$ cat config.mk
export PLATFORM = sky130hd
export DESIGN_NAME = tas_gate_schedule_lookup
export DESIGN_NICKNAME = d
export VERILOG_FILES = /design/src/rtl/core/tasg_pkg.sv /design/src/rtl/core/tas_gate_schedule_lookup.sv /design/src/rtl/core/tasg_mod.sv
export SDC_FILE = /design/constraint.sdc
export NUM_CORES = 1
export LEC_CHECK = 0
export BUFFER_PORTS_ARGS = -buffer_cell sky130_fd_sc_hd__buf_2
export CORE_ASPECT_RATIO = 0.8
export CORE_MARGIN = 2
export CORE_UTILIZATION = 53
export CTS_CLUSTER_SIZE = 12
export DETAILED_ROUTE_END_ITERATION = 12
export GPL_TIMING_DRIVEN = 0
export HOLD_SLACK_MARGIN = 0.06
export PLACE_DENSITY_LB_ADDON = 0.05
export SLEW_MARGIN = 20
export SYNTH_ARGS = -nofsm -noshare
export SYNTH_HDL_FRONTEND = slang
export SYNTH_SLANG_ARGS = --single-unit
$ cat constraint.sdc
create_clock -name i_clk -period 4 [get_ports i_clk]
set_input_delay 0.2 -clock i_clk [delete_from_list [all_inputs] [get_ports i_clk]]
set_output_delay 0.2 -clock i_clk [all_outputs]
set_load 0.01 [all_outputs]
$ cat src/rtl/core/tasg_pkg.sv
// tas gate schedule lookup: shared field widths, command and register codes
// no dependencies

package tasg_pkg;

    localparam int NOW_W       = 63;
    localparam int DUR_W       = 32;
    localparam int CYC_W       = 32;
    localparam int CNT_FIELD_W = 5;
    localparam int IDX_FIELD_W = 4;
    localparam int GBYTE_W     = 8;
    localparam int CFG_IDX_W   = 2;
    localparam int CFG_DATA_W  = 32;

    localparam logic CMD_TICK = 1'b0;
    localparam logic CMD_LOAD = 1'b1;

    localparam logic [GBYTE_W-1:0] GATE_OPEN_CODE = 8'h01;

    localparam logic [CFG_IDX_W-1:0] CFG_TAS_ENABLE  = 2'd0;
    localparam logic [CFG_IDX_W-1:0] CFG_CYCLE_TIME  = 2'd1;
    localparam logic [CFG_IDX_W-1:0] CFG_ENTRY_COUNT = 2'd2;

endpackage

$ cat src/rtl/core/tas_gate_schedule_lookup.sv
// tas gate schedule lookup: top level with sequencer and gate control list memory
// depends on tasg_pkg and tasg_mod
//
// usage:
//   input channel (i_in_valid / o_in_ready) carries one command per transfer.
//   a load command writes one list entry; a tick command carries the time in ns.
//   output channel (o_out_valid / i_out_ready) returns one result per command:
//   the gate state after the command and whether the tick recomputed it.
//   configuration port (i_cfg_valid / o_cfg_ready) writes tas_enable (0),
//   cycle time (1) and entry_count (2); it is always ready.
// sequencing:
//   a load, or a tick that does not evaluate, goes from idle straight to the
//   result state. an evaluating tick first runs the serial remainder, then walks
//   list entries over the single memory read port, with a read state and a
//   compare state per entry; the next command is taken once the result has
//   moved into the output register and the sequencer is idle again.
//   one command is in work at a time; o_in_ready is high only when idle.
// reset: gate closed, registers cleared, no result pending. list entries are
//   undefined until loaded.
// stall: a finished result waits in the output register; the next command is
//   still taken, and its result waits until the register is free.

module tas_gate_schedule_lookup #(
    parameter int MAX_ENTRIES = 16
) (
    input  logic                               i_clk,
    input  logic                               i_rst_n,
    input  logic                               i_in_valid,
    output logic                               o_in_ready,
    input  logic                               i_command,
    input  logic [tasg_pkg::NOW_W-1:0]         i_now_ns,
    input  logic [tasg_pkg::IDX_FIELD_W-1:0]   i_entry_index,
    input  logic [tasg_pkg::DUR_W-1:0]         i_entry_duration_ns,
    input  logic [tasg_pkg::GBYTE_W-1:0]       i_entry_gate_byte,
    output logic                               o_out_valid,
    input  logic                               i_out_ready,
    output logic                               o_gate_open,
    output logic                               o_evaluated,
    input  logic                               i_cfg_valid,
    output logic                               o_cfg_ready,
    input  logic [tasg_pkg::CFG_IDX_W-1:0]     i_cfg_index,
    input  logic [tasg_pkg::CFG_DATA_W-1:0]    i_cfg_data
);
    import tasg_pkg::*;

    localparam int IDX_W = (MAX_ENTRIES > 1) ? $clog2(MAX_ENTRIES) : 1;
    localparam int CNT_W = $clog2(MAX_ENTRIES + 1);
    localparam int RUN_W = DUR_W + CNT_W;

    typedef enum logic [2:0] {
        S_IDLE,
        S_MOD,
        S_RD,
        S_CMP,
        S_DONE
    } t_state;

    t_state                 r_state;
    logic                   r_tas_enable;
    logic [CYC_W-1:0]       r_cycle_time;
    logic [CNT_FIELD_W-1:0] r_entry_count;
    logic                   r_gate;
    logic                   r_eval;
    logic [CNT_W-1:0]       r_used;
    logic [CNT_W-1:0]       r_k;
    logic [RUN_W-1:0]       r_run;
    logic                   r_out_valid;
    logic                   r_out_gate;
    logic                   r_out_eval;

    logic [DUR_W:0]         r_mem [MAX_ENTRIES];
    logic [DUR_W:0]         r_rd;

    logic                   w_in_xfer;
    logic                   w_out_free;
    logic                   w_load_ok;
    logic                   w_eval_ok;
    logic                   w_mod_start;
    logic                   w_mod_done;
    logic [CYC_W-1:0]       w_offset;
    logic [RUN_W-1:0]       w_sum;
    logic [CNT_W-1:0]       n_used;
    logic [CNT_W-1:0]       n_k;
    logic [IDX_W-1:0]       w_wr_addr;

    assign w_in_xfer   = i_in_valid && o_in_ready;
    assign w_out_free  = !r_out_valid || i_out_ready;
    assign w_load_ok   = 32'(i_entry_index) < MAX_ENTRIES;
    assign w_eval_ok   = r_tas_enable && (r_entry_count != '0) && (r_cycle_time != '0);
    assign w_mod_start = w_in_xfer && (i_command == CMD_TICK) && w_eval_ok;
    assign w_wr_addr   = IDX_W'(i_entry_index);
    assign n_used      = (32'(r_entry_count) > MAX_ENTRIES) ? CNT_W'(MAX_ENTRIES)
                                                          : CNT_W'(r_entry_count);
    assign w_sum       = r_run + RUN_W'(r_rd[DUR_W-1:0]);
    assign n_k         = r_k + 1'b1;

    tasg_mod u_mod (
        .i_clk      (i_clk),
        .i_rst_n    (i_rst_n),
        .i_start    (w_mod_start),
        .i_dividend (i_now_ns),
        .i_divisor  (r_cycle_time),
        .o_done     (w_mod_done),
        .o_rem      (w_offset)
    );

    // gate control list: open flag on top of the duration
    always_ff @(posedge i_clk) begin
        if (w_in_xfer && (i_command == CMD_LOAD) && w_load_ok) begin
            r_mem[w_wr_addr] <= {(i_entry_gate_byte == GATE_OPEN_CODE), i_entry_duration_ns};
        end
        r_rd <= r_mem[r_k[IDX_W-1:0]];
    end

    always_ff @(posedge i_clk) begin
        if (!i_rst_n) begin
            r_tas_enable  <= 1'b0;
            r_cycle_time  <= '0;
            r_entry_count <= '0;
        end else if (i_cfg_valid) begin
            unique case (i_cfg_index)
                CFG_TAS_ENABLE:  r_tas_enable  <= i_cfg_data[0];
                CFG_CYCLE_TIME:  r_cycle_time  <= i_cfg_data[CYC_W-1:0];
                CFG_ENTRY_COUNT: r_entry_count <= i_cfg_data[CNT_FIELD_W-1:0];
                default: ;
            endcase
        end
    end

    always_ff @(posedge i_clk) begin
        if (!i_rst_n) begin
            r_state     <= S_IDLE;
            r_gate      <= 1'b0;
            r_eval      <= 1'b0;
            r_used      <= '0;
            r_k         <= '0;
            r_run       <= '0;
            r_out_valid <= 1'b0;
            r_out_gate  <= 1'b0;
            r_out_eval  <= 1'b0;
        end else begin
            if (r_out_valid && i_out_ready && (r_state != S_DONE)) begin
                r_out_valid <= 1'b0;
            end
            unique case (r_state)
                S_IDLE: begin
                    if (w_in_xfer) begin
                        r_eval <= 1'b0;
                        r_used <= n_used;
                        r_state <= w_mod_start ? S_MOD : S_DONE;
                    end
                end
                S_MOD: begin
                    if (w_mod_done) begin
                        r_k     <= '0;
                        r_run   <= '0;
                        r_state <= S_RD;
                    end
                end
                S_RD: begin
                    r_state <= S_CMP;
                end
                S_CMP: begin
                    r_run <= w_sum;
                    if (RUN_W'(w_offset) < w_sum) begin
                        r_gate  <= r_rd[DUR_W];
                        r_eval  <= 1'b1;
                        r_state <= S_DONE;
                    end else if (n_k == r_used) begin
                        r_gate  <= 1'b0;
                        r_eval  <= 1'b1;
                        r_state <= S_DONE;
                    end else begin
                        r_k     <= n_k;
                        r_state <= S_RD;
                    end
                end
                S_DONE: begin
                    if (w_out_free) begin
                        r_out_valid <= 1'b1;
                        r_out_gate  <= r_gate;
                        r_out_eval  <= r_eval;
                        r_state     <= S_IDLE;
                    end else begin
                        r_out_valid <= 1'b1;
                    end
                end
                default: r_state <= S_IDLE;
            endcase
        end
    end

    assign o_in_ready  = (r_state == S_IDLE);
    assign o_out_valid = r_out_valid;
    assign o_gate_open = r_out_gate;
    assign o_evaluated = r_out_eval;
    assign o_cfg_ready = 1'b1;

endmodule

$ cat src/rtl/core/tasg_mod.sv
// tas gate schedule lookup: bit-serial remainder unit, one quotient bit per cycle
// depends on tasg_pkg

module tasg_mod (
    input  logic                         i_clk,
    input  logic                         i_rst_n,
    input  logic                         i_start,
    input  logic [tasg_pkg::NOW_W-1:0]   i_dividend,
    input  logic [tasg_pkg::CYC_W-1:0]   i_divisor,
    output logic                         o_done,
    output logic [tasg_pkg::CYC_W-1:0]   o_rem
);
    import tasg_pkg::*;

    localparam int STEP_W = $clog2(NOW_W);

    logic              r_busy;
    logic              r_done;
    logic [STEP_W-1:0] r_step;
    logic [NOW_W-1:0]  r_dvd;
    logic [CYC_W-1:0]  r_rem;

    logic [CYC_W:0]    w_trial;
    logic [CYC_W:0]    w_diff;
    logic [CYC_W-1:0]  n_rem;

    // shared subtract and compare
    assign w_trial = {r_rem, r_dvd[NOW_W-1]};
    assign w_diff  = w_trial - {1'b0, i_divisor};
    assign n_rem   = (w_trial >= {1'b0, i_divisor}) ? w_diff[CYC_W-1:0] : w_trial[CYC_W-1:0];

    always_ff @(posedge i_clk) begin
        if (!i_rst_n) begin
            r_busy <= 1'b0;
            r_done <= 1'b0;
            r_step <= '0;
        end else begin
            r_done <= r_busy && !i_start && (r_step == '0);
            if (i_start) begin
                r_busy <= 1'b1;
                r_step <= STEP_W'(NOW_W - 1);
            end else if (r_busy) begin
                r_step <= r_step - 1'b1;
                if (r_step == '0) begin
                    r_busy <= 1'b0;
                end
            end
        end
    end

    always_ff @(posedge i_clk) begin
        if (i_start) begin
            r_dvd <= i_dividend;
            r_rem <= '0;
        end else if (r_busy) begin
            r_dvd <= {r_dvd[NOW_W-2:0], 1'b0};
            r_rem <= n_rem;
        end
    end

    assign o_done = r_done;
    assign o_rem  = r_rem;

endmodule

# Word level (Yosys, flattened, before mapping)
# Memory sizes are Yosys's and may differ from the RTL's. A register that Yosys moved wholly into a read port is not among the register bits.
# Cells that the tools add are included.
dict set report totals {
  ff_bits 196
  ram_bits 528
  in_bits 147
  n_memories 1
}
# name depth width rd rd_ports_with_merged_regs wr line
set mem_list {}
lappend mem_list {r_mem 16 33 1 1 1 tas_gate_schedule_lookup.sv:71} ;# logic [DUR_W:0] r_mem [MAX_ENTRIES];
dict set report op_classes {
  add_sub_neg 4
  order_cmp 3
  n_eq_ne 15
  n_mux 32
  bitwise 2
  n_reduce_logical 34
}
# op count
set ops {}
lappend ops {{$mux W63} 2}
lappend ops {{$pmux W37 S2} 1}
lappend ops {{$add A37 B32 Y37} 1}
lappend ops {{$lt A32 B37 Y1} 1}
lappend ops {{$mux W37} 1}
lappend ops {{$ge A33 B32 Y1} 1}
lappend ops {{$mux W32} 1}
lappend ops {{$reduce_bool A32 Y1} 1}
lappend ops {{$sub A32 B32 Y32} 1}
lappend ops {{$mux W5} 4}
lappend ops {{$mux W3} 6}
lappend ops {{$pmux W3 S5} 1}
lappend ops {{$reduce_and A2 Y1} 7}
lappend ops {{$mux W1} 12}
lappend ops {{$mux W6} 2}
lappend ops {{$logic_and A1 B1 Y1} 10}
lappend ops {{$pmux W5 S2} 1}
lappend ops {{$reduce_bool A2 Y1} 5}
lappend ops {{$eq A8 B1 Y1 const B} 1}
lappend ops {{$eq A3 B2 Y1 const B} 2}
lappend ops {{$logic_not A6 Y1} 1}
lappend ops {{$ne A2 B2 Y1 const B} 3}
lappend ops {{$ne A3 B3 Y1 const B} 2}
lappend ops {{$reduce_and A3 Y1} 2}
lappend ops {{other kinds (18)} 21}

# Depth between registers and ports, before layout
# Gate-level depths: netlist of the first run.
dict set report logic_depth {
  ltp_word 7
  mapped_depth 24
  depth_no_buf 23
}

# By module
# From an unflattened synthesis of the first run, not the netlist that was laid out.
dict set report hier_totals {
  cells_unflattened 2189
  hier_area_um2 32996.6
}
# mod n_inst cells_each area_per_inst_um2
set by_module_without_submodules {}
lappend by_module_without_submodules {tas_gate_schedule_lookup 1 1592 26730.6}
lappend by_module_without_submodules {tasg_mod 1 597 6266.0}

# Worst setup path after synthesis of the first run
# OpenSTA, ideal clock, no wires.
dict set report synth_path {
  path_kind {register to register}
  from {register r_run[14]}
  to {register r_k[0]}
  arrival_time_ns 4.297
  required_time_ns 3.912
  setup_slack_ns -0.385
  stages_incl_launch_ff 21
  path_cell_list {dfxtp_1 -> ha_1 -> and4_1 -> and3_1 -> a311o_1 -> a211o_1 -> a221o_1 -> a21oi_1 -> xor2_1 -> ha_1 -> a21oi_1 -> o21ai_0 -> a221oi_1 -> and3_1 -> o21ai_0 -> a41oi_1 -> nor2_1 -> and4_1 -> buf_6 -> a21o_2 -> a311oi_2}
}
dict set report synth_via {
  elab_chain_cells 4
}
# item line
set synth_lines {}
lappend synth_lines {{from (decl)} tas_gate_schedule_lookup.sv:66} ;# logic [RUN_W-1:0] r_run;
lappend synth_lines {{from (signal assigned)} tas_gate_schedule_lookup.sv:164} ;# r_run <= w_sum;
lappend synth_lines {{$add A37 B32 Y37} tas_gate_schedule_lookup.sv:94} ;# assign w_sum = r_run + RUN_W'(r_rd[DUR_W-1:0]);
lappend synth_lines {{$lt A32 B37 Y1} tas_gate_schedule_lookup.sv:165} ;# if (RUN_W'(w_offset) < w_sum) begin
lappend synth_lines {{$ne A2 B2 Y1 (no line)} -}
lappend synth_lines {{$reduce_and A4 Y1 (no line)} -}
lappend synth_lines {{to (signal assigned)} tas_gate_schedule_lookup.sv:174} ;# r_k <= n_k;
lappend synth_lines {{to (decl)} tas_gate_schedule_lookup.sv:65} ;# logic [CNT_W-1:0] r_k;
# Every way passes these cells.
# A chain may end at the register's enable or synchronous reset.

# Final worst setup path of the first run
dict set report layout_path {
  from {register r_rd[8], read port of r_mem}
  to {register r_k[0]}
}
dict set report layout_via {
  elab_chain_cells 4
}
# item line
set layout_lines {}
lappend layout_lines {{from (decl)} tas_gate_schedule_lookup.sv:72} ;# logic [DUR_W:0] r_rd;
lappend layout_lines {{$add A37 B32 Y37} tas_gate_schedule_lookup.sv:94}
lappend layout_lines {{$lt A32 B37 Y1} tas_gate_schedule_lookup.sv:165}
lappend layout_lines {{$ne A2 B2 Y1 (no line)} -}
lappend layout_lines {{$reduce_and A4 Y1 (no line)} -}
# Every way passes these cells.

==> results list, run 1 <==
* Via count normalized by instance count: 5.853
- Final Slew Violations: 0
* Top-area cell type share of the netlist area: 0.5388
* Antenna violations before repair: 2
- Number of enable flip-flop cells after synthesis: 591
- The cell family contributing the most delay on the critical path is compound AO/OA/AOI/OAI gates.
* Hold Violations, Final: 0
* Post-Syn Instances: 2327
* Drt drc: 0
- Violated checks: negative setup slack
* # setup viols final: 9
- When the netlist entered floorplanning its net count stood at 2574.
- The critical path is of the flop to flop type.
* Number of H-tree branching levels: 3
* Buffers added on ports: 150
- Setup_tns: -4.497 ns
- Fmax: 219.7 MHz
* Share of layout cells above drive strength 1: 0.2140
* Share of async-settable or async-resettable flops after synthesis: 0
* Die height: 227.0 um
* Transition time at the pin with the least slew margin: 1.002 ns
- Leading cell types in the layout, fill and taps excluded: 591 x sky130_fd_sc_hd__edfxtp_1, 360 x sky130_fd_sc_hd__nand2_1, 165 x sky130_fd_sc_hd__mux4_2
* Total of max-cap violations: 0
- Proportion of synthesized chip area in sequential cells: 0.6397
- The initial utilization of the core area, before any placement, comes to 0.5372.
- For this design the top-level I/O count stands at 152.
* Critical path's slowest cell: sky130_fd_sc_hd__dfxtp_2
* Min setup slack post-route: -0.5517 ns
- Min-Delay Path Class: input port to flop
- Critical Path, Cell by Cell: ha_4 > a21o_1 > a21oi_1 > nor3b_2 > o21ai_1 > nand2b_1 > a211o_1 > a221o_1 > a21oi_2 > xor2_2 > ha_1 > a21oi_2 > o21ai_2 > a221oi_2 > and3_1 > o21ai_2 > a41oi_2 > nor2_1 > and4_4 > a21o_4 > a311oi_2
* Most common cell after layout, fill and taps aside: sky130_fd_sc_hd__edfxtp_1
* Router iterations before antenna repair: 7
- The clock drives 757 sinks.
- TritonCTS built the clock tree.
- Post-synthesis cell type count: 86
- Post-synthesis average cell area: 14.16 sq um
- Delay of the slowest cell on the worst path: 0.37 ns
* Static leakage power: 13.93 nW
- On the final layout, the worst hold slack is 0.1455 ns.
* Clock transition at the registers of the reported paths: 0.06 ns
- Of the available clock period, the critical path in the final layout requires 1.138.
- Yosys synthesis warning count: 0
- Total congestion overflow: 0
- Most instantiated flip-flop cell in the synthesis netlist: sky130_fd_sc_hd__edfxtp_1
- Clock root buffer: sky130_fd_sc_hd__clkbuf_16
- Subtracting the final worst setup slack from the clock period gives 4.552 ns.
- STA puts the critical path data required time at 4.55 ns.
* Remaining number of nets flagged by the antenna check after routing: 0
- Routability-driven placement finished with a final weighted congestion of 0.9123.
* Detailed-placement wirelength estimate: 57.43 mm
* Core Area: 61320 sq um
* Worst path bufs/invs: 0
- Number of buffers on the longest clock path: 3
- Crit path capture type: flop
* All-layer global routing usage: 0.2653
- Setup crit start kind: flop
* P per Cell Area: 444.7 nW/um^2
- Cell types occupying the most area after synthesis: sky130_fd_sc_hd__edfxtp_1 54%, sky130_fd_sc_hd__mux4_2 11%, sky130_fd_sc_hd__dfxtp_1 10%, sky130_fd_sc_hd__nand2_1 4.1%, sky130_fd_sc_hd__ha_1 3.7%
- In the final design database the tool counted 2995 nets.
- The number of global-route vias before repair was 21057.
- Routed length per placed instance: 23.22 um
* TritonCTS buffer count: 78
- Routed WL: 84.39 mm
* Largest voltage drop on the vdd net: 0.3474 mV
* Netlist area before placement: 32940 sq um
* Instance area at placement: 35730 sq um
- After routing the design area is 39810 sq um.
- Register bit total from synthesis: 757
- Die outline area: 64170 sq um
- At the placement stage, the worst setup path has a slack of -1.125 ns.
- Detailed-route via count: 21274
- Die X-Extent: 282.7 um
- Max-slew headroom at the worst pin: 0.3318
* First-pass GRT wire length: 126.1 mm
* Setup repair after global routing missed its margin: true
- Share of the core filled with cells in the final layout: 0.6493
* Area grow syn2layout: 20.86%
- Largest net degree at the start of global routing: 48
* Result of the run: complete, but fails checks
- Maximum fanout count along the critical path: 6
- Std cell rows: 81
- Skew-Pair Late Insertion Delay: 0.64 ns
* Setup clock skew after layout: 0.03653 ns
- Largest area contributor in the netlist: sky130_fd_sc_hd__edfxtp_1
- In this run, the number of DRC markers left after iteration 0 of detailed routing was 1668.
* Worst EP arrival: 5.10 ns
## final cells by class
class	instances	area [sq um]
fill	4394	21500
sequential	757	21100
multi-input combinational	1398	11570
timing repair buffer	344	2993
clock buffer	122	2226
tap	830	1039
buffer	113	478.0
inverter	56	210.2
clock inverter	14	190.2
antenna	1	2.502
## sequential cells by signal (all words and copies together) (netlist names), 3 cells and up
register       flops
r_mem            528
u_mod.r_dvd       63
r_run             37
r_rd              33
r_cycle_time      32
u_mod.o_rem       32
u_mod.r_step       6
r_entry_count      5
r_k                5
r_used             5
r_state            3
## synth_stat cells, drive strengths merged (6+ instances only)
| library cell | instances |
|---|---|
| edfxtp | 591 |
| nand2 | 361 |
| dfxtp | 166 |
| mux4 | 165 |
| a21oi | 159 |
| nor2 | 138 |
| ha | 98 |
| clkbuf | 85 |
| o21ai | 60 |
| inv | 56 |
| nand3 | 38 |
| xnor2 | 37 |
| a21o | 32 |
| buf | 31 |
| xor2 | 25 |
| nor3 | 22 |
| nor4 | 18 |
| o211ai | 16 |
| a311oi | 15 |
| a211oi | 14 |
| mux2i | 13 |
| and3 | 12 |
| nand4 | 11 |
| nor2b | 11 |
| o21a | 11 |
| and2 | 10 |
| nand2b | 10 |
| a31oi | 9 |
| nor3b | 9 |
| o31ai | 8 |
| a31o | 7 |
| o21bai | 7 |
| a2bb2oi | 6 |
| a41oi | 6 |
| and4 | 6 |
## path summary, 6_finish.rpt
check                         end  slack (ns)  cells after the start             from
hold / removal          r_used[4]        0.15                      4       i_in_valid
hold reg to reg   r_cycle_time[4]        0.48                      2  r_cycle_time[4]
setup / recovery           r_k[0]       -0.55                     21          r_rd[8]
setup reg to reg           r_k[0]       -0.55                     21          r_rd[8]
## per-layer routing
layer  GRT usage  wire length, um
met1      0.3746            36750
met2      0.4353            40850
met3     0.03705             4797
met4     0.07646             1976
met5           0               16
## cells by family after synthesis
logic type | count (synthesis) | share of synthesized area
AO/OA/AOI/OAI | 393 | 0.07973
XOR/XNOR | 62 | 0.01649
adder cells (fa/ha/maj) | 100 | 0.03844
buffers and inverters | 172 | 0.02101
flip-flops | 757 | 0.6397
multiplexers | 178 | 0.1168
other | 1 | 0.0001138
AND/OR/NAND/NOR | 664 | 0.08778
## worst reg2reg max path, stage by stage, from the launching register on
cell	delay [ns]
sky130_fd_sc_hd__dfxtp_2	0.37
sky130_fd_sc_hd__ha_4	0.23
sky130_fd_sc_hd__a21o_1	0.17
sky130_fd_sc_hd__a21oi_1	0.26
sky130_fd_sc_hd__nor3b_2	0.13
sky130_fd_sc_hd__o21ai_1	0.16
sky130_fd_sc_hd__nand2b_1	0.08
sky130_fd_sc_hd__a211o_1	0.34
sky130_fd_sc_hd__a221o_1	0.36
sky130_fd_sc_hd__a21oi_2	0.17
sky130_fd_sc_hd__xor2_2	0.20
sky130_fd_sc_hd__ha_1	0.29
sky130_fd_sc_hd__a21oi_2	0.14
sky130_fd_sc_hd__o21ai_2	0.07
sky130_fd_sc_hd__a221oi_2	0.31
sky130_fd_sc_hd__and3_1	0.24
sky130_fd_sc_hd__o21ai_2	0.10
sky130_fd_sc_hd__a41oi_2	0.14
sky130_fd_sc_hd__nor2_1	0.07
sky130_fd_sc_hd__and4_4	0.17
sky130_fd_sc_hd__a21o_4	0.22
sky130_fd_sc_hd__a311oi_2	0.25
## metrics by stage
stage | total power, W | instances
finish | 0.01771 | 3635
CTS | 0.01779 | 3627
detailed placement | 0.01075 | 3350
floorplan | 0.01016 | 2327
global placement | 0.01069 | 3307
global route | 0.01834 | 3635
## power by group
part           leakage (nW)  internal, W  total (W)  switching (W)
registers              6.73      0.00860    0.00878       0.000173
clock network          1.17      0.00393    0.00694        0.00301
logic                  6.03     0.000832    0.00199        0.00116
## repair_timing
item | CTS | global route
pin swaps | 22 | 18
endpoints found under the hold margin | 629 | 0
hold buffers | 135 | 0
resized for setup | 35 | 12
setup endpoints to repair | 9 | 9
setup buffers | 8 | 8
(Power assumes the default switching activity.)
==> inputs of run 2 (changes only) <==
--- a/config.mk
+++ b/config.mk
@@ -9,6 +9,8 @@
 export CORE_ASPECT_RATIO = 0.8
 export CORE_MARGIN = 2
 export CORE_UTILIZATION = 53
+export CTS_BUF_LIST = sky130_fd_sc_hd__clkbuf_4 sky130_fd_sc_hd__clkbuf_8
+export CTS_CLUSTER_DIAMETER = 60
 export CTS_CLUSTER_SIZE = 12
 export DETAILED_ROUTE_END_ITERATION = 12
 export GPL_TIMING_DRIVEN = 0
==> run 2 against run 1 <==
  * The run still ends with negative setup slack left
  * Setup slack got worse by 0.041 ns
  * Sequential cell count did not move
  * Clock skew fell by 0.0039 ns
  * Core utilization fell by 1.5 points
  * Die area did not move
  * Hold slack got worse by 0.0047 ns
  * Non-clock buffer count did not move
  * Critical path type unchanged
  * Critical endpoint unchanged
==> results list, run 2 (synthesized netlist as in run 1, its figures left out) <==
- Violated checks: negative setup slack
- Hold Violations, Final: 0 (unchanged)
- Clock tree synthesis selected as its root buffer the cell sky130_fd_sc_hd__clkbuf_8.
* Number of fill cells in the layout: 4535 (+3.2%)
- Clk network pwr share: 0.315 (-0.077)
- Largest register by flop count: r_mem
* Routed WL: 83.71 mm (-0.81%)
* Antenna violations before repair: 5 (+3)
- Die outline area: 64170 sq um (unchanged)
* CP Class: flop to flop
- Leading cell types in the layout, fill and taps excluded: 591 x sky130_fd_sc_hd__edfxtp_1, 360 x sky130_fd_sc_hd__nand2_1, 165 x sky130_fd_sc_hd__mux4_2
- The via count normalized by instance count was 5.815 (-0.65%).
* Transition time at the pin with the least slew margin: 1.022 ns (+0.02004 ns)
- The total internal power came to 0.01171 W (-12%).
* Post-layout total power: 0.01568 W (-11%)
- Std cell rows: 81 (unchanged)
- The initial cell density of the core was 0.5372 (unchanged).
* Remaining number of nets flagged by the antenna check after routing: 0 (unchanged)
* Proportion of total power due to net switching: 0.2532 (+0.007905)
* Total congestion overflow: 0 (unchanged)
- The final cycle utilization of the critical path was 1.148 (+0.01034).
* P per Cell Area: 402.9 nW/um^2 (-9.4%)
* Share of layout cells above drive strength 1: 0.2252 (+0.01122)
* Share of the core filled with cells in the final layout: 0.6347 (-0.01461)
- Detailed-placement wirelength estimate: 57.43 mm (unchanged)
- The die height was 227.0 um (unchanged).
- The relative slew slack was 0.3185 (-0.01336).
- Number of non-filler instances in the completed layout: 3633 (-0.055%)
- First-pass GRT wire length: 125.0 mm (-0.86%)
* Detailed-route via count: 21125 (-0.70%)
- The detailed-router iteration count before antenna repair came to 5 (-2).
* Area grow syn2layout: 18.14%
- Detailed Route Iter0 Violations: 1820 (+9.1%)
- Largest voltage drop on the vdd net: 0.3580 mV (+3.1%)
* All-layer global routing usage: 0.2634 (-0.001949)
- Min-Delay Path Class: input port to flop
* Setup crit start kind: flop
* Min setup slack post-route: -0.5931 ns (-0.04134 ns)
- The top achievable clock speed came to 217.7 MHz (-0.90%).
* Result of the run: complete, but fails checks
- The detail-routed net length per standard cell was 23.04 um (-0.75%).
* Portion of total power attributed to sequential cells: 0.559 (+0.063)
- # setup viols final: 9 (unchanged)
* TritonCTS clock tree: yes
* Die X-Extent: 282.7 um (unchanged)
- Worst EP arrival: 5.19 ns (+0.09 ns)
* Total of max-cap violations: 0 (unchanged)
* Final Slew Violations: 0 (unchanged)
- Maximum fanout count along the critical path: 6 (unchanged)
- The final weighted congestion in routability-driven placement was 0.9123 (unchanged).
- The clock skew after layout is 0.03258 ns (-0.003949 ns).
* Number of global-route vias before repair: 20863 (-0.92%)
- The combinational share of power came to 0.127 (+0.015).
- The clock slew at the register clock pins of the worst setup and hold paths is 0.09 ns (+0.03 ns).
* Net switching power of the design: 0.003970 W (-8.6%)
* Tmin final: 4.593 ns (+0.04134 ns)
* Setup repair after global routing missed its margin: true
- The latest clock arrival within the worst-skew pair is 0.70 ns (+0.06 ns).
* Count of placed standard cells including taps: 3350 (unchanged)
* Drt drc: 0 (unchanged)
- The number of flip-flops under the largest register name came to 528 (unchanged).
- Number of clock sinks: 757 (unchanged)
* Biggest regs: r_mem (528), u_mod.r_dvd (63), r_run (37)
* Number of H-tree branching levels: 3 (unchanged)
* Number of nets in the layout: 2990 (-0.17%)
- TritonCTS buffer count: 73 (-6.4%)
- The number of primary I/O pins was 152 (unchanged).
* Core Area: 61320 sq um (unchanged)
* Number of buffers on the longest clock path: 3 (unchanged)
- Required time at the endpoint of the critical path: 4.60 ns (+0.05 ns)
- Most common cell after layout, fill and taps aside: sky130_fd_sc_hd__edfxtp_1
- The count of port buffers added during placement came to 150 (unchanged).
- The leakage component of the power came to 13.58 nW (-2.5%).
- The pin count of the biggest net entering global routing came to 48 (unchanged).
* Setup_tns: -4.919 ns (-0.4224 ns)
* Crit path capture type: flop
run 2: cell count changes in the layout (fill, tap and decap cells not counted), sizes merged:
cell,previous run,this run
dlygate4sd3,135,138
bufinv,1,0
inv,59,60
clkbuf,213,218
buf,231,228
clkinv,10,3
run 2: final cells by class:
| type | count | area (sq um) | share of cell area |
|---|---|---|---|
| Tap cell | 830 | 1039 | 0.02669 |
| Clock inverter | 7 | 73.82 | 0.001897 |
| Sequential cell | 757 | 21100 | 0.5422 |
| Multi-Input combinational cell | 1398 | 11570 | 0.2974 |
| Inverter | 56 | 210.2 | 0.005402 |
| Antenna cell | 1 | 2.502 | 0.00006430 |
| Timing Repair Buffer | 344 | 3004 | 0.07720 |
| Buffer | 113 | 478.0 | 0.01228 |
| Clock buffer | 127 | 1435 | 0.03688 |
run 2: per-stage QoR:
stage,hold WS [ns],cell area (sq um),worst slack [ns]
2_1_floorplan,0.2989,33070,-0.1129
3_3_place_gp,0.4419,34850,-2.985
3_5_place_dp,0.4499,35730,-1.125
4_1_cts,0.09301,38790,-0.7515
5_1_grt,0.1517,38910,-0.8510
6_report,0.1408,38910,-0.5931
run 2: what timing repair did:
action / CTS / global route
hold buffers: 138 / 0
pin swaps: 22 / 18
cloned: 0 / 0
setup buffers: 6 / 6
gates resized for setup: 35 / 13
setup endpoints to repair: 9 / 9
hold endpoints to repair: 632 / 0
run 2: power groups by stage:
stage / clock network, W / logic (W) / registers [W]
global route: 0.00533 / 0.00220 / 0.00878
detailed placement: 0 / 0.00181 / 0.00894
global placement: 0 / 0.00175 / 0.00894
finish: 0.00493 / 0.00198 / 0.00876
floorplan: 0 / 0.00129 / 0.00887
CTS: 0.00505 / 0.00195 / 0.00875
run 2: final timing paths:
check | slack [ns] | cells after the start | endpoint | start
min | 0.14 | 4 | r_entry_count[0] | i_cfg_valid
min reg2reg | 0.48 | 2 | r_cycle_time[4] | r_cycle_time[4]
max reg2reg | -0.59 | 21 | r_k[0] | r_rd[11]
max | -0.59 | 21 | r_k[0] | r_rd[11]
run 2: routing by layer:
| layer | up-vias | share of wire | global-route usage |
|---|---|---|---|
| met5 | - | 0.00027 | 0 |
| li1 | 9702 | - | - |
| met2 | 754 | 0.48 | 0.4318 |
| met3 | 123 | 0.060 | 0.03674 |
| met1 | 10542 | 0.44 | 0.3757 |
| met4 | 4 | 0.021 | 0.06725 |
run 2: worst max-delay path, cell delays in order, from the launching register on:
cell                       delay, ns
sky130_fd_sc_hd__dfxtp_2        0.36
sky130_fd_sc_hd__ha_2           0.41
sky130_fd_sc_hd__nand2_1        0.17
sky130_fd_sc_hd__nor3b_1        0.56
sky130_fd_sc_hd__o21ai_1        0.16
sky130_fd_sc_hd__nand2b_1       0.10
sky130_fd_sc_hd__a211o_1        0.17
sky130_fd_sc_hd__buf_4          0.13
sky130_fd_sc_hd__a31oi_1        0.09
sky130_fd_sc_hd__xor2_1         0.16
sky130_fd_sc_hd__buf_4          0.16
sky130_fd_sc_hd__ha_1           0.28
sky130_fd_sc_hd__a21oi_1        0.17
sky130_fd_sc_hd__o21ai_2        0.08
sky130_fd_sc_hd__a221oi_2       0.31
sky130_fd_sc_hd__and3_1         0.24
sky130_fd_sc_hd__o21ai_2        0.09
sky130_fd_sc_hd__a41oi_2        0.14
sky130_fd_sc_hd__nor2_1         0.07
sky130_fd_sc_hd__and4_4         0.17
sky130_fd_sc_hd__a21o_4         0.22
sky130_fd_sc_hd__a311oi_2       0.25
